--- config.mk ---
export PLATFORM = sky130hd
export DESIGN_NAME = tcw_front
export DESIGN_NICKNAME = d
export VERILOG_FILES = /design/src/tcw_pkg.sv /design/src/tcw_front.sv
export SDC_FILE = /design/constraint.sdc
export NUM_CORES = 1
export LEC_CHECK = 0
export ABC_AREA = 0
export BUFFER_PORTS_ARGS = -buffer_cell sky130_fd_sc_hd__buf_2
export CAP_MARGIN = 20
export CORE_MARGIN = 2
export CORE_UTILIZATION = 40
export DETAILED_ROUTE_END_ITERATION = 10
export GPL_ROUTABILITY_DRIVEN = 1
export PLACE_DENSITY = 0.64
export SLEW_MARGIN = 10
export SYNTH_ARGS = -nofsm -noshare
export SYNTH_HDL_FRONTEND = slang
export SYNTH_SLANG_ARGS = --single-unit
export TNS_END_PERCENT = 1
--- constraint.sdc ---
create_clock -name i_clk -period 2.3 [get_ports i_clk]
set_clock_uncertainty 0.1 [all_clocks]
set_input_delay 0.345 -clock i_clk [delete_from_list [all_inputs] [get_ports i_clk]]
set_output_delay 0.345 -clock i_clk [all_outputs]
set_load 0.03 [all_outputs]
--- src/tcw_pkg.sv ---
// Package for the text console writer: constants, byte codes, shared types.
// No dependencies.
package tcw_pkg;
    localparam int COLUMNS_DEF      = 80;
    localparam int ROWS_DEF         = 25;
    localparam int MEMORY_CELLS_DEF = 16384;
    localparam int PAGE_STEP_DEF    = 80;
    localparam int AW               = 14;

    localparam logic [7:0] CH_NUL = 8'd0;
    localparam logic [7:0] CH_BS  = 8'd8;
    localparam logic [7:0] CH_LF  = 8'd10;
    localparam logic [7:0] CH_FF  = 8'd12;
    localparam logic [7:0] CH_CR  = 8'd13;
    localparam logic [7:0] CH_DEL = 8'd127;

    localparam logic CFG_TEXT_ATTR  = 1'b0;
    localparam logic CFG_BLANK_CELL = 1'b1;

    localparam logic [15:0] BLANK_RESET = 16'd1824;
    localparam logic [7:0]  ATTR_RESET  = 8'd7;

    // queued command between front and back
    typedef struct packed {
        logic       mode;
        logic [7:0] char_code;
        logic [13:0] cell_address;
    } t_cmd;

    typedef struct packed {
        logic [15:0] cell_data;
        logic [13:0] screen_start;
        logic [13:0] cursor_address;
    } t_res;
endpackage

--- src/tcw_front.sv ---
// Front end: accepts items into a two-entry queue for the back end.
// Depends on tcw_pkg.
module tcw_front import tcw_pkg::*; (
    input  logic i_clk,
    input  logic i_rst_n,
    input  logic i_valid,
    output logic o_ready,
    input  t_cmd i_cmd,
    output logic o_valid,
    input  logic i_ready,
    output t_cmd o_cmd
);
    t_cmd       r_q [2];
    logic [1:0] r_cnt;
    logic       r_rd;
    logic       w_push, w_pop;

    assign o_ready = (r_cnt != 2'd2);
    assign w_push  = i_valid && o_ready;
    assign o_valid = (r_cnt != 2'd0);
    assign w_pop   = o_valid && i_ready;
    assign o_cmd   = r_q[r_rd];

    always_ff @(posedge i_clk) begin
        if (!i_rst_n) begin
            r_cnt <= 2'd0;
            r_rd  <= 1'b0;
        end else begin
            r_cnt <= r_cnt + {1'b0, w_push} - {1'b0, w_pop};
            if (w_pop) begin
                r_rd <= ~r_rd;
            end
        end
        if (w_push) begin
            r_q[r_rd ^ r_cnt[0]] <= i_cmd;
        end
    end

    assert property (@(posedge i_clk) disable iff (!i_rst_n) r_cnt != 2'd3)
        else $error("queue count overflow");
endmodule

==> run summary, run 1 <==
H-Tree Depth -> 2
Seq/Total Area, Yosys -> 77.10%
Syn avg cell area -> 19.95 um^2
Hold Violations, Final -> 0
Initial DRC Count -> 81
# rows -> 25
Die area -> 5306 um^2
Global-route wire length before repair -> 4602 um
Post-Syn Area -> 1896 um^2
Leakage power -> 0.8847 nW
Mapped Nets -> 124
Endpoints failing setup -> 0
Number of remaining DRC errors -> 0
WL final -> 3048 um
RR Startpoint -> r_cnt[0]
Post-CTS Setup Bufs -> 0
Status -> finished clean
Max-cap violations -> 0
N_diodes -> 0
Die height -> 72.84 um
Syn Inst Count -> 95
Crit-path slowest cell -> mux2_2
Hold Crit Endpoint -> r_q[1][11]
Startpoint types -> register
I/O pin total -> 52
Crit end category -> output port
TritonCTS clock tree -> built
Seq pwr share -> 46.3%
Critical path buffers and inverters -> 2
Warnings from Yosys -> 0
Worst Path Arrival -> 1.46 ns
CTS buffer count -> 5
Worst Path Required -> 1.86 ns
Top cell family by delay on the critical path -> buffers and inverters
Clk slew on worst S/H paths -> 0.08 ns
Root Buffer -> clkbuf_8
Comb pwr share -> 36.1%
Die width -> 72.84 um
IO buf count -> 51
Hold Slack -> 0.1363 ns
Slew margin rel. -> 79.43%
RSZ-0062 raised after global routing -> no
Initial antenna violation count -> 0
Worst Hold Class -> in2reg
Internal -> 1.865 mW
GPL Wtd Cong -> 0.6512
P_sw -> 0.9714 mW
Clock power share -> 17.6%
Share of cells above drive strength 1 -> 55.48%
Cts hold-fix bufs -> 0
R2R cell count -> 3
Critical-path cell list -> buf_4 -> mux2_2 -> buf_2
PwrDens -> 1223 nW/um^2
Slew @ Worst Pin -> 0.3085 ns
Layout net count -> 183
Min cycle time layout -> 1.906 ns
Total Neg Setup Slack -> 0 ns
Hold Path Depth -> 1
Post-synthesis register bit count -> 50
Clk_lat worst skew -> 0.29 ns
Post-synthesis cell type count -> 19
1st-pass router iterations -> 3
RR Endpoint -> r_q[0][21]
Max clock buf depth -> 2
Via count -> 988
Crit path largest cell delay -> 0.39 ns
Core ar. -> 4661 um^2
Routed Antenna Nets -> 0
Post-CTS Resized -> 0
Vias in the first global route -> 1,033
Count of pins over their slew limit -> 0
Routed wire per std cell -> 14.58 um
Switching share of power -> 34.25%
Setup CP Type -> reg2out
Layout area overhead -> 22.38%
Total GRT Usage -> 11.83%
Largest net degree at the start of global routing -> 24
Crit-path max FO -> 23
Tcrit/Tclk final -> 82.86%
GRT overflow -> 0
Min-delay src -> i_cmd[11]
Clock Sinks -> 50
Fmax -> 524.7 MHz
Vias/cell -> 4.727
Worst VDD drop -> 740.6 uV
Initial Util -> 40.67%
R2R setup slack -> 0.65 ns
==> area by class of cell <==
| class | instances | area, um^2 |
|---|---|---|
| Fill cell | 388 | 2341 |
| Clock buffer | 8 | 90.09 |
| Inverter | 1 | 3.754 |
| Sequential cell | 50 | 1461 |
| Multi-Input combinational cell | 42 | 419.2 |
| Tap cell | 54 | 67.56 |
| Timing Repair Buffer | 54 | 277.8 |
==> power groups by stage <==
stage          logic (mW)  registers, mW  clock network, mW
4_1_cts              1.05           1.31              0.519
5_1_grt              1.10           1.33              0.551
2_1_floorplan       0.768           1.32                  0
6_report             1.02           1.31              0.498
3_3_place_gp         1.02           1.32                  0
3_5_place_dp         1.04           1.34                  0
==> worst max path at each step <==
stage	slack, ns	end	cells after the start
detailed placement	0.65	r_q[0][16]	3
global placement	0.70	o_cmd[0]	3
CTS	0.37	o_cmd[0]	3
floorplan	0.41	r_q[0][0]	2
finish	0.39	o_cmd[0]	3
global route	0.32	o_cmd[14]	3
==> Yosys cell counts <==
cell type / count / area (um^2)
edfxtp_1: 46 / 1381
mux2_2: 23 / 259.0
dfxtp_1: 4 / 80.08
nand2_1: 3 / 11.26
buf_4: 2 / 15.01
ha_1: 2 / 25.02
mux2i_1: 2 / 20.02
o21a_1: 2 / 15.01
a21boi_1: 1 / 7.510
and2_1: 1 / 6.260
inv_1: 1 / 3.750
nand2b_1: 1 / 6.260
nor2b_1: 1 / 6.260
nor2b_2: 1 / 8.760
nor3b_1: 1 / 7.510
or2_2: 1 / 6.260
or2b_1: 1 / 7.510
or3_1: 1 / 6.260
xnor3_1: 1 / 22.52
==> layer usage <==
| metal | vias up | wire (um) | track usage (%) |
|---|---|---|---|
| met1 | 476 | 1236 | 12.93 |
| met2 | 25 | 1631 | 21.11 |
| met4 | 0 | 51 | 4.938 |
| li1 | 481 | - | - |
| met3 | 6 | 129 | 3.729 |
| met5 | - | 0 | 0 |
==> state kept, by name, indices dropped and copies added, names as in the netlist, named ones only <==
name   flops
r_cnt      2
r_rd       1
r_q       46
==> stage by stage <==
step / instances / setup WS (ns) / power, mW / util (%) / area (um^2)
after CTS: 209 / 0.3651 / 2.879 / 49.77 / 2320
after floorplan: 95 / 0.4149 / 2.087 / - / 1899
final: 209 / 0.3942 / 2.836 / 49.77 / 2320
after global placement: 201 / 0.7039 / 2.340 / 47.84 / 2230
after detailed placement: 201 / 0.6485 / 2.376 / 47.84 / 2230
after global routing: 209 / 0.3221 / 2.984 / 49.77 / 2320
==> cell families after synthesis <==
logic type      count (synthesis)  synth area share (%)
fa+ha+maj                       2                 1.320
flops                          50                 77.10
compound gates                  3                 1.188
buf+inv                         3                0.9897
mux                            25                 14.72
xor+xnor                        1                 1.188
simple gates                   11                 3.500
==> cell usage in the layout, fill, tap and decap left out, drive strengths merged <==
cell,netlist,final
mux2i,2,2
dfxtp,4,4
or3,1,1
or2,1,1
nor2b,2,2
and2,1,1
or2b,1,1
nor3b,1,1
a21boi,1,1
ha,2,2
mux2,23,23
xnor3,1,1
nand2b,1,1
inv,1,1
o21a,2,2
edfxtp,46,46
clkbuf,0,8
buf,2,54
nand2,3,3
No activity file was read; power rests on OpenSTA's default activity.
==> run 2: changes to the inputs <==
--- a/config.mk
+++ b/config.mk
@@ -12,7 +12,7 @@
 export CORE_UTILIZATION = 40
 export DETAILED_ROUTE_END_ITERATION = 10
 export GPL_ROUTABILITY_DRIVEN = 1
-export PLACE_DENSITY = 0.64
+export PLACE_DENSITY = 0.62
 export SLEW_MARGIN = 10
 export SYNTH_ARGS = -nofsm -noshare
 export SYNTH_HDL_FRONTEND = slang
==> constraint.sdc (replaced) <==
create_clock -name i_clk -period 1.95 [get_ports i_clk]
set_clock_uncertainty 0.1 [all_clocks]
set_input_delay 0.2925 -clock i_clk [delete_from_list [all_inputs] [get_ports i_clk]]
set_output_delay 0.2925 -clock i_clk [all_outputs]
set_load 0.03 [all_outputs]
==> run 2 against run 1 <==
  * Combinational power increased by 22%
  * Sequential power increased by 18%
  * Via count grew 3.5%
  * First-iteration DRC count shrank 62%
  * Final cell count increased by 1.4%
  * Routed wire length rose by 2.1%
==> run summary, run 2 (synthesis results as in run 1) <==
Status -> finished clean
Layout net count -> 186
Number of remaining DRC errors -> 0
Global-route wire length before repair -> 4905 um
Post-CTS Resized -> 0
Crit-path max FO -> 16
Max clock buf depth -> 2
Count of pins over their slew limit -> 0
Critical path buffers and inverters -> 2
Cts hold-fix bufs -> 0
CTS buffer count -> 5
Worst Path Required -> 1.56 ns
Highest routed layer -> met4
Die width -> 72.84 um
Root Buffer -> clkbuf_8
Core ar. -> 4661 um^2
Total Neg Setup Slack -> 0 ns
Fillcell total -> 394
Met3 routed WL -> 160 um
WL final -> 3112 um
Clock Sinks -> 50
Leakage power -> 0.8964 nW
Worst Hold Class -> in2reg
Worst Path Arrival -> 1.43 ns
Via count -> 1,023
WL met1 -> 1235 um
Setup CP Type -> reg2out
Dpl cells -> 204
Commonest non-fill, non-tap cell in the layout -> buf_2
Crit path largest cell delay -> 0.37 ns
Worst slack, placed -> 0.3154 ns
Clk slew on worst S/H paths -> 0.08 ns
Share of cells above drive strength 1 -> 56.96%
Initial antenna violation count -> 0
Startpoint types -> register
GRT overflow -> 0
Worst VDD drop -> 629.0 uV
Crit-path slowest cell -> mux2_2
Top cell family by delay on the critical path -> buffers and inverters
TritonCTS clock tree -> built
I/O pin total -> 52
H-Tree Depth -> 2
Vias in the first global route -> 1,062
Hold Slack -> 0.08392 ns
PwrDens -> 1430 nW/um^2
1st-pass router iterations -> 3
Crit end category -> output port
Setup WS post-layout -> 0.1279 ns
Die area -> 5306 um^2
Fin util -> 50.15%
Endpoints failing setup -> 0
Slew @ Worst Pin -> 0.2371 ns
Min cycle time layout -> 1.822 ns
DP HPWL -> 2238 um
RSZ-0062 raised after global routing -> no
Most frequent cells in the layout -> buf_2, edfxtp_1, mux2_2
Total GRT Usage -> 12.85%
Post-CTS Setup Bufs -> 0
Initial DRC Count -> 31
Die height -> 72.84 um
Max-cap violations -> 0
Initial Util -> 40.67%
Metal2 WL -> 1678 um
Routed wire per std cell -> 14.68 um
Largest register FFs -> 46
Tcrit/Tclk final -> 93.44%
Fin cells -> 212
N_diodes -> 0
Slew margin rel. -> 84.17%
GPL Wtd Cong -> 0.6554
Largest net degree at the start of global routing -> 17
Layout area overhead -> 23.30%
Critical-path cell list -> buf_4 -> mux2_2 -> buf_2
Routed Antenna Nets -> 0
# rows -> 25
Vias/cell -> 4.825
IO buf count -> 51
Hold Violations, Final -> 0
Clk_lat worst skew -> 0.29 ns
Fmax -> 548.8 MHz
==> run 2: path summary, 6_finish.rpt <==
check | startpoint | endpoint | slack [ns] | cells after the start
max | register | o_cmd[6] | 0.13 | 3
min | i_cmd[15] | r_q[1][15] | 0.08 | 1
max reg2reg | r_cnt[1] | r_cnt[1] | 0.30 | 7
min reg2reg | r_rd | r_rd | 0.47 | 2
==> run 2: layout make-up <==
class / count / area (um^2) / share of cell area (%)
Inverter: 1 / 3.754 / 0.1606
Clock buffer: 5 / 68.82 / 2.944
Tap cell: 54 / 67.56 / 2.891
Sequential cell: 50 / 1461 / 62.53
Timing Repair Buffer: 57 / 300.3 / 12.85
Clock inverter: 3 / 16.27 / 0.6959
Multi-Input combinational cell: 42 / 419.2 / 17.93
==> run 2: per-layer routing <==
metal  up-vias  global-route usage, %
met5         -                      0
met4         0                  4.938
met3         4                  4.282
met2        30                  23.03
met1       504                  14.01
li1        485                      -
==> run 2: power by group <==
| group | internal (mW) | leakage [nW] | switching [mW] | total [mW] |
|---|---|---|---|---|
| clock | 0.246 | 0.0416 | 0.306 | 0.551 |
| combinational | 0.468 | 0.393 | 0.775 | 1.24 |
| sequential | 1.47 | 0.462 | 0.0807 | 1.55 |
==> run 2: stage by stage <==
step | cell area [um^2] | total power, mW
final | 2337 | 3.342
after detailed placement | 2252 | 2.839
after floorplan | 1899 | 2.461
after global placement | 2252 | 2.788
after CTS | 2337 | 3.400
after global routing | 2337 | 3.536
